## src/rtl/c12pc_pkg.sv

```systemverilog
// Shared types, register map and constants for the 12-bit color converter.
package c12pc_pkg;

  // Register indexes (byte address = 4 * index)
  typedef enum logic [2:0] {
    REG_BRIGHTNESS      = 3'd0,
    REG_CONTRAST        = 3'd1,
    REG_BYTES_PER_PIXEL = 3'd2,
    REG_USE_555         = 3'd3,
    REG_BLUE_HIGH_SHIFT = 3'd4
  } reg_idx_t;

  // Output format codes; anything else packs as plain RGB
  localparam logic [2:0] FMT_16BIT = 3'd2;
  localparam logic [2:0] FMT_24BIT = 3'd3;
  localparam logic [2:0] FMT_RESET = 3'd4;

  localparam int unsigned LEVEL_W = 8;
  localparam logic [LEVEL_W-1:0] LEVEL_MAX = 8'd255;

  // Live configuration as seen by the datapath
  typedef struct packed {
    logic signed [8:0] brightness;
    logic signed [8:0] contrast;
    logic [2:0]        bytes_per_pixel;
    logic              use_555;
    logic              blue_high_shift;
  } cfg_t;

endpackage

```

## src/rtl/c12pc_cfg_regs.sv

```systemverilog
// APB-style configuration register file.
module c12pc_cfg_regs import c12pc_pkg::*; (
  input  logic        clk,
  input  logic        rst,
  input  logic        psel,
  input  logic        penable,
  input  logic        pwrite,
  input  logic [4:0]  paddr,
  input  logic [31:0] pwdata,
  output logic [31:0] prdata,
  output logic        pready,
  output cfg_t        cfg
);

  logic     wr_en;
  reg_idx_t idx;

  assign pready = 1'b1;
  assign wr_en  = psel & penable & pwrite & pready;
  assign idx    = reg_idx_t'(paddr[4:2]);

  // Register writes; unknown indexes are ignored
  always_ff @(posedge clk) begin
    if (rst) begin
      cfg.brightness      <= '0;
      cfg.contrast        <= '0;
      cfg.bytes_per_pixel <= FMT_RESET;
      cfg.use_555         <= 1'b0;
      cfg.blue_high_shift <= 1'b0;
    end else if (wr_en) begin
      case (idx)
        REG_BRIGHTNESS:      cfg.brightness      <= pwdata[8:0];
        REG_CONTRAST:        cfg.contrast        <= pwdata[8:0];
        REG_BYTES_PER_PIXEL: cfg.bytes_per_pixel <= pwdata[2:0];
        REG_USE_555:         cfg.use_555         <= pwdata[0];
        REG_BLUE_HIGH_SHIFT: cfg.blue_high_shift <= pwdata[0];
        default: ;
      endcase
    end
  end

  // Read mux; signed registers come back sign-extended
  always_comb begin
    case (idx)
      REG_BRIGHTNESS:      prdata = 32'(cfg.brightness);
      REG_CONTRAST:        prdata = 32'(cfg.contrast);
      REG_BYTES_PER_PIXEL: prdata = {29'd0, cfg.bytes_per_pixel};
      REG_USE_555:         prdata = {31'd0, cfg.use_555};
      REG_BLUE_HIGH_SHIFT: prdata = {31'd0, cfg.blue_high_shift};
      default:             prdata = '0;
    endcase
  end

endmodule

```

## src/rtl/c12pc_channel.sv

```systemverilog
// One color lane: nibble unscramble, contrast gain, brightness offset, clamp.
module c12pc_channel import c12pc_pkg::*; (
  input  logic [3:0]         nib,
  input  cfg_t               cfg,
  output logic [LEVEL_W-1:0] level
);

  logic [7:0]         lvl;
  logic [8:0]         gain;
  logic [16:0]        prod;
  logic signed [10:0] sum;

  // Low nibble bits become level bits 7..5, top bit becomes bit 4
  assign lvl  = {nib[2:0], nib[3], 4'b0000};
  // contrast + 256 over a 9-bit signed value is a flip of its sign bit
  assign gain = {~cfg.contrast[8], cfg.contrast[7:0]};
  assign prod = 17'(lvl) * 17'(gain);
  assign sum  = $signed({2'b00, prod[16:8]}) + 11'(cfg.brightness);

  // Clamp to 0..255
  always_comb begin
    if (sum[10]) begin
      level = '0;
    end else if (sum[9:8] != 2'b00) begin
      level = LEVEL_MAX;
    end else begin
      level = sum[7:0];
    end
  end

endmodule

```

## src/rtl/c12pc_pack.sv

```systemverilog
// Packs three channel levels into the configured host pixel layout.
module c12pc_pack import c12pc_pkg::*; (
  input  logic [LEVEL_W-1:0] red,
  input  logic [LEVEL_W-1:0] green,
  input  logic [LEVEL_W-1:0] blue,
  input  cfg_t               cfg,
  output logic [31:0]        pixel
);

  logic [15:0] c16;

  // 565 or 555 sixteen-bit word
  always_comb begin
    if (cfg.use_555) begin
      c16 = {1'b0, red[7:3], green[7:3], blue[7:3]};
    end else begin
      c16 = {red[7:3], green[7:2], blue[7:3]};
    end
  end

  always_comb begin
    case (cfg.bytes_per_pixel)
      FMT_16BIT: pixel = {c16, c16};
      FMT_24BIT: pixel = {blue, red, green, blue};
      default: begin
        if (cfg.blue_high_shift) begin
          pixel = {red, green, blue, 8'h00};
        end else begin
          pixel = {8'h00, red, green, blue};
        end
      end
    endcase
  end

endmodule

```

## src/rtl/color12_to_pixel_converter.sv

```systemverilog
// Top level: 12-bit machine color to host pixel word converter.
//
//   channel   direction  handshake        payload
//   s_*       in         tvalid/tready    tdata[11:0] source_color
//   m_*       out        tvalid/tready    tdata[31:0] pixel_word
//   apb       in         psel/penable     brightness, contrast, format regs
//
// Two register stages: input register, then result register, with the three
// lane multipliers between them. One word per cycle unless the output stalls.
// A stalled output holds its word; an empty input register still takes one.
// Synchronous reset clears valids and loads register defaults (format 4).
module color12_to_pixel_converter import c12pc_pkg::*; (
  input  logic        clk,
  input  logic        rst,
  // input word stream
  input  logic        s_tvalid,
  output logic        s_tready,
  input  logic [15:0] s_tdata,   // [11:0] source_color, [15:12] zero fill
  // output word stream
  output logic        m_tvalid,
  input  logic        m_tready,
  output logic [31:0] m_tdata,   // [31:0] pixel_word
  // configuration
  input  logic        psel,
  input  logic        penable,
  input  logic        pwrite,
  input  logic [4:0]  paddr,
  input  logic [31:0] pwdata,
  output logic [31:0] prdata,
  output logic        pready
);

  cfg_t               cfg;
  logic               in_valid;
  logic [11:0]        in_color;
  logic               out_adv;
  logic [LEVEL_W-1:0] red, green, blue;
  logic [31:0]        pixel;

  c12pc_cfg_regs u_cfg (
    .clk, .rst, .psel, .penable, .pwrite, .paddr, .pwdata, .prdata, .pready, .cfg
  );

  // Handshake: result register frees when empty or taken downstream
  assign out_adv  = !m_tvalid || m_tready;
  assign s_tready = !in_valid || out_adv;

  // Input register
  always_ff @(posedge clk) begin
    if (rst) begin
      in_valid <= 1'b0;
    end else if (s_tready) begin
      in_valid <= s_tvalid;
    end
  end

  always_ff @(posedge clk) begin
    if (s_tready && s_tvalid) begin
      in_color <= s_tdata[11:0];
    end
  end

  // Three channel lanes
  c12pc_channel u_red   (.nib(in_color[11:8]), .cfg, .level(red));
  c12pc_channel u_green (.nib(in_color[7:4]),  .cfg, .level(green));
  c12pc_channel u_blue  (.nib(in_color[3:0]),  .cfg, .level(blue));

  c12pc_pack u_pack (.red, .green, .blue, .cfg, .pixel);

  // Result register
  always_ff @(posedge clk) begin
    if (rst) begin
      m_tvalid <= 1'b0;
    end else if (out_adv) begin
      m_tvalid <= in_valid;
    end
  end

  always_ff @(posedge clk) begin
    if (out_adv && in_valid) begin
      m_tdata <= pixel;
    end
  end

`ifndef NO_ASSERTIONS
  // An empty input register always takes a word
  a_ready_when_empty: assert property (@(posedge clk) disable iff (rst)
    !in_valid |-> s_tready)
    else $error("input register empty but not ready");

  // An accepted word reaches the input register
  a_accept_loads: assert property (@(posedge clk) disable iff (rst)
    s_tvalid && s_tready |=> in_valid)
    else $error("accepted word lost at input register");

  // A word in the input register moves on when the result register frees
  a_forward: assert property (@(posedge clk) disable iff (rst)
    in_valid && out_adv |=> m_tvalid)
    else $error("word lost between stages");
`endif

endmodule
```

## config.mk

```make
export PLATFORM = sky130hd
export DESIGN_NAME = color12_to_pixel_converter
export DESIGN_NICKNAME = d
export VERILOG_FILES = /design/src/rtl/c12pc_pkg.sv /design/src/rtl/c12pc_cfg_regs.sv /design/src/rtl/c12pc_channel.sv /design/src/rtl/c12pc_pack.sv /design/src/rtl/color12_to_pixel_converter.sv
export SDC_FILE = /design/constraint.sdc
export NUM_CORES = 1
export LEC_CHECK = 0
export BUFFER_PORTS_ARGS = -buffer_cell sky130_fd_sc_hd__buf_2
export CAP_MARGIN = 20
export CORE_ASPECT_RATIO = 0.7
export CORE_MARGIN = 1
export CORE_UTILIZATION = 24
export CTS_BUF_LIST = sky130_fd_sc_hd__clkbuf_4
export DETAILED_ROUTE_END_ITERATION = 10
export MAX_ROUTING_LAYER = met4
export SYNTH_ARGS = -nofsm -noshare
export SYNTH_HDL_FRONTEND = slang
export SYNTH_SLANG_ARGS = --single-unit
```

## constraint.sdc

```tcl
create_clock -name clk -period 4.72 [get_ports clk]
set_input_delay 0.708 -clock clk [delete_from_list [all_inputs] [get_ports clk]]
set_output_delay 0.708 -clock clk [all_outputs]
set_load 0.03 [all_outputs]
```

==> results.py, run 1 <==
metrics = {
    "run_status": {
        "status": "finished with violations",
        "violations_in_the_final_reports": "negative setup slack",
    },
    "detailed_routing": {
        "drt-vias-per-instance": 4.75,
        "firstDrtPassIters": 5,
        "drc_violations_left": 0,
        "drc_marker_count_from_the_first_detailed_route_iteration": 571,
        "vias": 7132,
        "final_antenna_net_count": 0,
        "routed_wl_microns": 23400,
        "routed_wire_length_per_instance_microns": 15.6,
    },
    "setup_path": {
        "critical_path.slowest_cell": "sky130_fd_sc_hd__edfxtp_1",
        "cp_cell_sequence": "and2_4 > fa_1 > inv_1 > fa_1 > inv_2 > ha_4 > nand4_1 > o211ai_1 > o41ai_2 > and2b_1 > o21a_1 > nor2_1 > ha_1 > a21oi_2 > o311ai_4 > a2111o_1 > nand3_4 > o311ai_4 > buf_6 > o21ai_2 > nand3b_1",
        "worst_path_largest_cell_delay_ns": 0.52,
        "path_class": "reg -> reg",
        "crit_path_max_fanout": 5,
        "critical_path_arrival_ns": 5.50,
        "worstReg2RegStart": "in_color[5]$_DFFE_PP_",
        "crit_path_end_kind": "flip-flop",
        "timing.critical_path.from_type": "flip-flop",
        "worst_ep_required_time_ns": 4.93,
        "crit_start": "in_color[5]$_DFFE_PP_",
    },
    "synth": {
        "synth.area.top_cells": "sky130_fd_sc_hd__edfxtp_1 18%, sky130_fd_sc_hd__ha_1 12%, sky130_fd_sc_hd__fa_1 11%",
        "netlist_instances": 830,
        "syn_avg_cell_area_sq_um": 9.06,
        "synth_top_area_cell": "sky130_fd_sc_hd__edfxtp_1",
        "most_used_dff_post_synth": "sky130_fd_sc_hd__edfxtp_1",
        "synth.yosys.warnings": 0,
        "postSynth.asyncResetShare": 0,
        "post_synth_cell_types": 70,
        "synth_top_area_frac": 0.176,
        "synth_fp_nets": 1007,
        "syn_area_sq_um": 7520,
        "post-synth-top-count-cell": "sky130_fd_sc_hd__nor2_1",
        "post_synth_most_frequent_cells": "88 x sky130_fd_sc_hd__nor2_1, 75 x sky130_fd_sc_hd__ha_1, 69 x sky130_fd_sc_hd__and2_1, 63 x sky130_fd_sc_hd__inv_1, 54 x sky130_fd_sc_hd__nand2_1",
        "postSynthRegisterBits": 69,
        "synth-seq-area-share": 0.242,
        "count_of_flip_flops_with_a_built_in_enable_after_synthesis": 44,
    },
    "clocking": {
        "cts.path.max_buffers": 2,
        "clk_latency_worst_skew_pair_ns": 0.50,
        "clock_transition_time_at_the_flip_flop_clock_pins_of_the_worst_setup_and_hold_paths_ns": 0.15,
        "clock-sinks": 69,
        "clock_tree.root_cell": "sky130_fd_sc_hd__clkbuf_4",
        "cts-buffers-inserted": 9,
        "cts_tree": "built",
        "htree_num_levels": 3,
    },
    "timing": {
        "maxSlewViolCount": 0,
        "maxSlewHeadroom": 0.312,
        "finalCriticalPeriod_ns": 5.29,
        "whs_ns": 0.368,
        "worst-slew-pin-transition_ns": 1.03,
        "grt_setup_unrepaired": "true",
        "fmaxAchievable_mhz": 189,
        "hold_viol_final": 0,
        "min_period_over_period": 1.12,
        "fin_ws_ns": -0.566,
        "report.final.setup_viol": 32,
        "fin_skew_ns": 0.0298,
    },
    "power_and_ir_drop": {
        "power.leakage_nw": 4.98,
        "vdd.ir_drop.worst_v": 0.000137,
        "powerDensity_nw_per_um2": 136,
    },
    "die": {
        "std_cell_rows": 53,
        "die_area_sq_um": 32100,
        "fp.dieW_microns": 214,
        "core_sq_um": 30400,
        "ioPinCount": 127,
        "die_height_microns": 150,
        "initial_standard_cell_utilization_of_the_core": 0.247,
    },
    "global_route": {
        "largest_net_degree_at_the_start_of_global_routing": 33,
        "grt_first_pass_wirelength_microns": 36300,
        "initial_antenna_violation_count": 1,
        "gr-usage-all-layers": 0.153,
        "grt_ovf": 0,
        "grt_pass1_vias": 6846,
    },
    "placement": {
        "count_of_input_and_output_buffers": 96,
        "dpl_worst_slack_ns": -0.595,
        "gp_congestion": 0.945,
        "dp_hpwl_microns": 18700,
    },
    "layout": {
        "layout.area.seq_sq_um": 1840,
        "num-nets-final": 1259,
        "total_area_of_multi_input_combinational_cells_sq_um": 5840,
        "flow.area_growth_from_synthesis_pct": 41.1,
        "layout-drive-gt1-share": 0.407,
        "nFillCells": 3083,
    },
    "worst_hold_path": {
        "hold_path_class": "in -> reg",
        "startpoint_of_the_worst_hold_path": "s_tdata[11]",
    },
    "flow_run": {
        "cap_violations": 0,
    },
}
## metrics by stage
stage	TNS [ns]	total power, mW	instances	utilization	cell area [sq um]
after floorplan	-3.46	0.857	830	-	7750
after global placement	-14.43	0.977	1458	0.320	9730
after detailed placement	-16.63	0.981	1458	0.320	9730
after CTS	-11.45	1.45	1489	0.339	10300
after global routing	-20.49	1.52	1500	0.348	10600
final	-13.75	1.45	1501	0.348	10600
## registers in the layout, indices dropped and copies added, names as in the netlist
| signal | flops |
|---|---|
| m_tdata | 32 |
| u_cfg.cfg | 23 |
| in_color | 12 |
| in_valid | 1 |
| m_tvalid | 1 |
## logic make-up (layout without fill, tap and decap cells)
kind of cell | count (synthesis) | count (layout) | synth area share
flip-flops | 69 | 69 | 0.242
AND/OR/NAND/NOR | 299 | 299 | 0.202
XOR/XNOR | 39 | 39 | 0.0454
buffers and inverters | 113 | 369 | 0.0692
other | 1 | 3 | 0.000499
adder cells (fa/ha/maj) | 117 | 117 | 0.237
AO/OA/AOI/OAI | 151 | 152 | 0.147
multiplexers | 41 | 41 | 0.0562
## cell type report
class / count / area share
antenna: 2 / 0.000472
clock buffer: 9 / 0.00637
clock inverter: 7 / 0.00755
inverter: 64 / 0.0227
multi-input combinational: 649 / 0.550
sequential: 69 / 0.173
tap: 412 / 0.0486
timing repair buffer: 289 / 0.191
## what timing repair did
item | CTS | global route
hold buffers | 0 | 0
pin swaps | 51 | 21
gates resized for setup | 78 | 40
gates cloned | 1 | 0
setup buffers | 14 | 9
endpoints found under the setup margin | 32 | 32
## layout by cell type, fill, tap and decap left out, drive strengths merged, types with 15 or more instances in the layout
| cell | instances |
|---|---|
| buf | 289 |
| nor2 | 88 |
| ha | 75 |
| and2 | 70 |
| inv | 69 |
| nand2 | 55 |
| o21ai | 45 |
| edfxtp | 44 |
| fa | 42 |
| mux2i | 31 |
| dfxtp | 25 |
| xnor2 | 23 |
| nor3 | 20 |
| nand3 | 17 |
| a21oi | 17 |
| xor2 | 16 |
| nor2b | 15 |
## worst paths after layout
| kind | depth (start not counted) | end | slack [ns] |
|---|---|---|---|
| max | 21 | m_tdata[10]$_DFFE_PP_ | -0.57 |
| min | 1 | in_color[11]$_DFFE_PP_ | 0.37 |
| max reg2reg | 21 | m_tdata[10]$_DFFE_PP_ | -0.57 |
| min reg2reg | 2 | m_tvalid$_SDFFE_PP0P_ | 0.53 |
## power by group
part           internal [mW]  total (mW)  switching, mW  leakage, nW
Sequential             0.666       0.681         0.0154        0.628
Clock                  0.170       0.448          0.278       0.0837
Combinational          0.136       0.318          0.182         4.27
Total                  0.972        1.45          0.475         4.98
## layer usage
layer,routed length [microns],up-vias,global-route usage
li1,-,3410,-
met4,282,0,0.0354
met2,9640,210,0.213
met5,0,-,-
met1,12000,3494,0.227
met3,1460,18,0.0273
## critical path: cells and delay by family, from the launching register on
kind / cells / cell delay (ns)
compound gates: 8 / 1.77
fa+ha+maj: 4 / 1.50
simple gates: 6 / 0.90
flops: 1 / 0.52
buf+inv: 3 / 0.29
No activity file was read; power rests on OpenSTA's default activity.
==> run 2, diff against run 1 <==
--- a/config.mk
+++ b/config.mk
@@ -13,6 +13,7 @@
 export CTS_BUF_LIST = sky130_fd_sc_hd__clkbuf_4
 export DETAILED_ROUTE_END_ITERATION = 10
 export MAX_ROUTING_LAYER = met4
+export REMOVE_ABC_BUFFERS = 1
 export SYNTH_ARGS = -nofsm -noshare
 export SYNTH_HDL_FRONTEND = slang
 export SYNTH_SLANG_ARGS = --single-unit
==> run 2 against run 1 <==
Net effect:
- the run still ends with negative setup slack left
- first-iteration DRC count is 42% lower
- core utilization is 0.37 points higher
- cell area is 1.1% higher
- clock power is 4% higher
- combinational power is 6% higher
- final cell count is 0.93% higher
- setup slack worse by 0.091 ns
- worst hold slack better by 0.019 ns
- register-to-register slack worse by 0.09 ns
==> results.py, run 2 (synthesis results as in run 1) <==
metrics = {
    "power_and_ir_drop": {
        "vdd.ir_drop.worst_v": 0.000139,
        "powerDensity_nw_per_um2": 138,
        "finalPower_mw": 1.48,
        "power.leakage_nw": 5.05,
    },
    "timing": {
        "maxSlewViolCount": 0,
        "worst-slew-pin-transition_ns": 0.744,
        "report.final.setup_viol": 32,
        "finalCriticalPeriod_ns": 5.38,
        "hold_viol_final": 0,
        "maxSlewHeadroom": 0.504,
        "fin_skew_ns": 0.0119,
        "min_period_over_period": 1.14,
        "grt_setup_unrepaired": "true",
        "fin_ws_ns": -0.657,
        "whs_ns": 0.387,
        "fmaxAchievable_mhz": 186,
    },
    "clocking": {
        "cts-buffers-inserted": 9,
        "cts.path.max_buffers": 2,
        "htree_num_levels": 3,
        "cts_tree": "built",
        "clk_latency_worst_skew_pair_ns": 0.50,
        "clock_tree.root_cell": "sky130_fd_sc_hd__clkbuf_4",
        "clock-sinks": 69,
        "clock_transition_time_at_the_flip_flop_clock_pins_of_the_worst_setup_and_hold_paths_ns": 0.12,
    },
    "detailed_routing": {
        "vias": 7029,
        "firstDrtPassIters": 5,
        "routed_wl_microns": 24000,
        "drc_marker_count_from_the_first_detailed_route_iteration": 333,
        "drt-vias-per-instance": 4.64,
        "final_antenna_net_count": 0,
        "drc_violations_left": 0,
        "routed_wire_length_per_instance_microns": 15.8,
    },
    "setup_path": {
        "crit_path_end_kind": "flip-flop",
        "timing.critical_path.from_type": "flip-flop",
        "worst_path_largest_cell_delay_ns": 0.51,
        "crit_start": "in_color[5]$_DFFE_PP_",
        "cp_cell_sequence": "buf_6 > nand2_1 > fa_1 > fa_1 > inv_1 > ha_1 > nand4_1 > o211ai_1 > o41ai_1 > buf_4 > and2b_1 > o21a_1 > nor2_1 > ha_1 > a21oi_4 > o311ai_4 > a2111o_1 > nand3_2 > o311ai_4 > buf_12 > buf_12 > o21ai_1 > o211ai_1",
        "path_class": "reg -> reg",
        "critical_path.slowest_cell": "sky130_fd_sc_hd__fa_1",
        "critical_path_buf_inv_count": 5,
        "critical_path_arrival_ns": 5.62,
        "worst-r2r-setup-slack_ns": -0.66,
        "worst-r2r-cell-count": 23,
        "regToRegEndpoint": "m_tdata[22]$_DFFE_PP_",
        "crit_path_max_fanout": 6,
        "worstReg2RegStart": "in_color[5]$_DFFE_PP_",
        "critical-path-top-delay-family": "compound AO/OA/AOI/OAI gates",
        "worst_ep_required_time_ns": 4.97,
    },
    "layout": {
        "num-nets-final": 1274,
        "flow.area_growth_from_synthesis_pct": 42.6,
        "top_regs": "m_tdata: 32 flops, u_cfg.cfg: 23 flops, in_color: 12 flops",
        "top_register": "m_tdata",
        "layout_commonest_cell": "sky130_fd_sc_hd__buf_4",
        "end_of_flow_core_utilization": 0.352,
        "layout-drive-gt1-share": 0.415,
        "most-common-layout-cells": "184 x sky130_fd_sc_hd__buf_4, 96 x sky130_fd_sc_hd__buf_2, 79 x sky130_fd_sc_hd__nor2_1",
        "largest_register_ffs": 32,
    },
    "placement": {
        "dpl_worst_slack_ns": -0.798,
        "count_of_input_and_output_buffers": 96,
        "dp_hpwl_microns": 19200,
        "gp_congestion": 0.908,
    },
    "worst_hold_path": {
        "hold_path_class": "in -> reg",
        "startpoint_of_the_worst_hold_path": "s_tdata[5]",
        "worst_hold_path.endpoint": "in_color[5]$_DFFE_PP_",
        "holdPathStages": 1,
    },
    "global_route": {
        "grt_ovf": 0,
        "largest_net_degree_at_the_start_of_global_routing": 33,
        "gr-usage-all-layers": 0.156,
        "initial_antenna_violation_count": 1,
        "grt_first_pass_wirelength_microns": 36900,
        "grt_pass1_vias": 6845,
    },
    "flow_run": {
        "cap_violations": 0,
    },
    "die": {
        "fp.dieW_microns": 214,
        "initial_standard_cell_utilization_of_the_core": 0.247,
        "die_area_sq_um": 32100,
        "core_sq_um": 30400,
        "die_height_microns": 150,
        "ioPinCount": 127,
        "std_cell_rows": 53,
    },
    "run_status": {
        "status": "finished with violations",
        "violations_in_the_final_reports": "negative setup slack",
    },
}
-- run 2: final cells by class --
cell class / instances / area (sq um)
Inverter: 64 / 240
Timing Repair Buffer: 305 / 2180
Multi-Input combinational cell: 648 / 5790
Tap cell: 412 / 515
Clock buffer: 9 / 67.6
Fill cell: 3119 / 19700
Clock inverter: 7 / 90.1
Antenna cell: 1 / 2.50
Sequential cell: 69 / 1830
-- run 2: worst register-to-register path: cells and delay by family (launching register included) --
family | cells | cell delay, ns
DFF | 1 | 0.41
AOI/OAI and AO/OA | 9 | 1.89
and+or+nand+nor | 5 | 0.61
adders and majority gates | 4 | 1.58
buffers and inverters | 5 | 0.64
-- run 2: timing repair --
action                                  in CTS  in global routing
pin swaps                                   53                 28
hold buffers                                 0                  0
setup buffers                               21                 12
endpoints found under the setup margin      32                 32
gates resized for setup                    121                 60
gates cloned                                 1                  0
-- run 2: through the flow --
step	std cells	instance area, sq um	TNS (ns)
5_1_grt	1515	10700	-23.93
3_5_place_dp	1463	9560	-23.27
4_1_cts	1501	10400	-15.21
6_report	1515	10700	-16.68
2_1_floorplan	781	7240	-150.64
3_3_place_gp	1463	9560	-20.48
-- run 2: worst max-delay path by stage --
stage | to | cells past startpoint | slack, ns
after floorplan | prdata[10] | 2 | -5.83
after global placement | m_tdata[29]$_DFFE_PP_ | 22 | -0.76
after detailed placement | m_tdata[17]$_DFFE_PP_ | 20 | -0.80
after CTS | m_tdata[11]$_DFFE_PP_ | 21 | -0.60
after global routing | m_tdata[11]$_DFFE_PP_ | 29 | -0.89
final | m_tdata[22]$_DFFE_PP_ | 23 | -0.66
-- run 2: routing by layer --
layer	global-route usage	up-vias	part of all wire
li1	-	3430	-
met1	0.217	3445	0.49
met3	0.0395	13	0.058
met4	0.0250	0	0.0064
met2	0.228	141	0.44
met5	-	-	0
-- run 2: where the power goes --
part | internal, mW | switching, mW
Clock | 0.212 | 0.252
Combinational | 0.146 | 0.190
Sequential | 0.666 | 0.0139
Total | 1.02 | 0.456
==> run 3, diff against run 2 <==
==> constraint.sdc (replaced) <==
create_clock -name clk -period 5.7 [get_ports clk]
set_input_delay 0.855 -clock clk [delete_from_list [all_inputs] [get_ports clk]]
set_output_delay 0.855 -clock clk [all_outputs]
set_load 0.03 [all_outputs]
==> run 3 against run 2 <==
Net effect:
- the flow now finishes without violations
- combinational power down 37%
- sequential share of layout area up 3.5 points
- register-to-register slack gained 0.83 ns
- wire length shrank 9.3%
- via count fell by 9.1%
- cell area down 17%
- flip-flop and latch count stayed put
- global-route usage fell by 1.5 points
- power shrank 25%
- critical endpoint is now m_tdata[16]$_DFFE_PP_
- largest cell class unchanged
- largest power group unchanged
==> results.py, run 3 (synthesis results as in run 1) <==
metrics = {
    "run_status": {
        "status": "complete, no violations",
    },
    "placement": {
        "gp_congestion": 0.931,
        "placement.cell_area_sq_um": 8530,
        "dpl_worst_slack_ns": 0.0749,
        "count_of_input_and_output_buffers": 96,
        "dp_hpwl_microns": 17800,
    },
    "timing": {
        "worst-slew-pin-transition_ns": 0.703,
        "maxSlewViolCount": 0,
        "fin_skew_ns": 0.0173,
        "hold_viol_final": 0,
        "maxSlewHeadroom": 0.531,
        "report.final.setup_viol": 0,
        "final.setup.tns_ns": 0,
        "finalCriticalPeriod_ns": 5.53,
        "fmaxAchievable_mhz": 181,
        "fin_ws_ns": 0.171,
        "min_period_over_period": 0.970,
        "grt_setup_unrepaired": "true",
    },
    "layout": {
        "layout_commonest_cell": "sky130_fd_sc_hd__buf_2",
        "layout-drive-gt1-share": 0.229,
        "top_regs": "m_tdata: 32 flops, u_cfg.cfg: 23 flops, in_color: 12 flops",
        "most-common-layout-cells": "96 x sky130_fd_sc_hd__buf_2, 83 x sky130_fd_sc_hd__nor2_1, 74 x sky130_fd_sc_hd__ha_1",
        "num-nets-final": 1112,
        "top_register": "m_tdata",
        "largest_register_ffs": 32,
        "end_of_flow_core_utilization": 0.291,
        "flow.area_growth_from_synthesis_pct": 17.7,
        "final_design_area_no_fill_sq_um": 8850,
    },
    "detailed_routing": {
        "drc_violations_left": 0,
        "routed_wl_microns": 21800,
        "firstDrtPassIters": 5,
        "drt-vias-per-instance": 4.72,
        "routed_wire_length_per_instance_microns": 16.1,
        "final_antenna_net_count": 0,
        "vias": 6386,
        "drc_marker_count_from_the_first_detailed_route_iteration": 422,
    },
    "setup_path": {
        "critical_path_arrival_ns": 5.73,
        "path_class": "reg -> reg",
        "timing.critical_path.from_type": "flip-flop",
        "crit_path_max_fanout": 9,
        "worst-r2r-cell-count": 23,
        "regToRegEndpoint": "m_tdata[16]$_DFFE_PP_",
        "worst_ep_required_time_ns": 5.90,
        "worstReg2RegStart": "in_color[5]$_DFFE_PP_",
        "worst-r2r-setup-slack_ns": 0.17,
        "crit_path_end_kind": "flip-flop",
    },
    "die": {
        "fp.dieW_microns": 214,
        "initial_standard_cell_utilization_of_the_core": 0.247,
        "ioPinCount": 127,
        "std_cell_rows": 53,
        "core_sq_um": 30400,
        "die_height_microns": 150,
        "die_area_sq_um": 32100,
    },
    "power_and_ir_drop": {
        "switchingPower_mw": 0.351,
        "power.share.combinational": 0.189,
        "finalPower_mw": 1.11,
        "power.share.switching": 0.315,
        "powerDensity_nw_per_um2": 126,
        "vdd.ir_drop.worst_v": 0.0000800,
        "power.leakage_nw": 4.08,
        "internal-power_mw": 0.762,
        "sequentialPowerShare": 0.508,
        "power.clock.fraction": 0.303,
    },
    "worst_hold_path": {
        "worst_hold_path.endpoint": "m_tvalid$_SDFFE_PP0P_",
        "holdPathStages": 2,
        "startpoint_of_the_worst_hold_path": "in_valid$_SDFFE_PP0N_",
        "hold_path_class": "reg -> reg",
    },
    "global_route": {
        "initial_antenna_violation_count": 1,
        "grt_pass1_vias": 6088,
        "gr-usage-all-layers": 0.141,
        "grt_ovf": 0,
        "largest_net_degree_at_the_start_of_global_routing": 33,
        "grt_first_pass_wirelength_microns": 33300,
    },
    "clocking": {
        "clock-sinks": 69,
        "cts_tree": "built",
        "clock_transition_time_at_the_flip_flop_clock_pins_of_the_worst_setup_and_hold_paths_ns": 0.13,
        "cts.path.max_buffers": 2,
        "clock_tree.root_cell": "sky130_fd_sc_hd__clkbuf_4",
        "cts-buffers-inserted": 9,
        "htree_num_levels": 3,
        "clk_latency_worst_skew_pair_ns": 0.47,
    },
    "flow_run": {
        "cap_violations": 0,
    },
}
[run 3: cell types whose count changed in the layout (fill, tap and decap cells not counted), moves of 6 or more]
cell and delta:
sky130_fd_sc_hd__and2_1 +8, sky130_fd_sc_hd__and2_4 -8, sky130_fd_sc_hd__buf_4 -138, sky130_fd_sc_hd__buf_6 -21
sky130_fd_sc_hd__ha_1 +8, sky130_fd_sc_hd__inv_1 +6, sky130_fd_sc_hd__inv_2 -7, sky130_fd_sc_hd__nor3_4 -6
sky130_fd_sc_hd__o21ai_0 +19, sky130_fd_sc_hd__o21ai_2 -12, sky130_fd_sc_hd__o221ai_1 +9, sky130_fd_sc_hd__o221ai_2 -9
[run 3: per-stage QoR]
| stage | hold WS (ns) | cells |
|---|---|---|
| after floorplan | 0.474 | 781 |
| final | 0.521 | 1353 |
| after detailed placement | 0.513 | 1327 |
| after CTS | 0.504 | 1343 |
| after global routing | 0.501 | 1353 |
| after global placement | 0.508 | 1327 |
[run 3: power by group through the flow]
stage               combinational [mW]  sequential (mW)  clock, mW
finish                           0.210            0.565      0.337
global placement                 0.198            0.578          0
global route                     0.229            0.568      0.367
floorplan                       0.0979            0.598          0
CTS                              0.201            0.567      0.351
detailed placement               0.200            0.578          0
[run 3: critical path, cell delays in order (launching register included)]
cell                       delay [ns]
sky130_fd_sc_hd__edfxtp_1        0.46
sky130_fd_sc_hd__buf_4           0.16
sky130_fd_sc_hd__buf_4           0.13
sky130_fd_sc_hd__and2_1          0.18
sky130_fd_sc_hd__fa_1            0.51
sky130_fd_sc_hd__inv_1           0.07
sky130_fd_sc_hd__fa_1            0.54
sky130_fd_sc_hd__inv_1           0.04
sky130_fd_sc_hd__ha_1            0.32
sky130_fd_sc_hd__nor3_1          0.19
sky130_fd_sc_hd__nor2_1          0.07
sky130_fd_sc_hd__o41ai_2         0.05
sky130_fd_sc_hd__buf_4           0.17
sky130_fd_sc_hd__and2b_1         0.19
sky130_fd_sc_hd__o21a_1          0.18
sky130_fd_sc_hd__nor3_1          0.13
sky130_fd_sc_hd__nor2_1          0.06
sky130_fd_sc_hd__ha_1            0.34
sky130_fd_sc_hd__o21a_1          0.22
sky130_fd_sc_hd__a2111o_1        0.42
sky130_fd_sc_hd__nand3_2         0.14
sky130_fd_sc_hd__o311ai_2        0.26
sky130_fd_sc_hd__o21ai_0         0.25
sky130_fd_sc_hd__o221ai_1        0.15
[run 3: how the worst max path moves through the flow]
stage / start / to / slack, ns / cells after the start
global placement: in_color[1]$_DFFE_PP_ / m_tdata[2]$_DFFE_PP_ / 0.12 / 20
finish: in_color[5]$_DFFE_PP_ / m_tdata[16]$_DFFE_PP_ / 0.17 / 23
detailed placement: u_cfg.cfg[7]$_SDFFE_PP0P_ / m_tdata[8]$_DFFE_PP_ / 0.07 / 20
floorplan: paddr[3] / prdata[10] / -5.14 / 2
CTS: u_cfg.cfg[8]$_SDFFE_PP0P_ / m_tdata[26]$_DFFE_PP_ / 0.04 / 21
global route: in_color[5]$_DFFE_PP_ / m_tdata[8]$_DFFE_PP_ / -0.04 / 25
[run 3: routing by layer]
metal  routed length, microns  GRT usage
met5                        0          -
met4                      211     0.0300
met3                     1370     0.0382
met2                     9240      0.193
met1                    11000      0.204
[run 3: timing repair]
action	4_1_cts	5_1_grt
endpoints found under the setup margin	0	32
gates resized for setup	0	37
hold buffers	0	0
setup buffers	0	7
[run 3: layout make-up]
cell class              instances  area, sq um
fillers                      3261        21600
multi-input cells             649         5300
inverters                      64          240
clock buffers                   9         67.6
repair buffers                142          826
diodes                          1         2.50
flip-flops and latches         69         1830
well taps                     412          515
clock inverters                 7         66.3
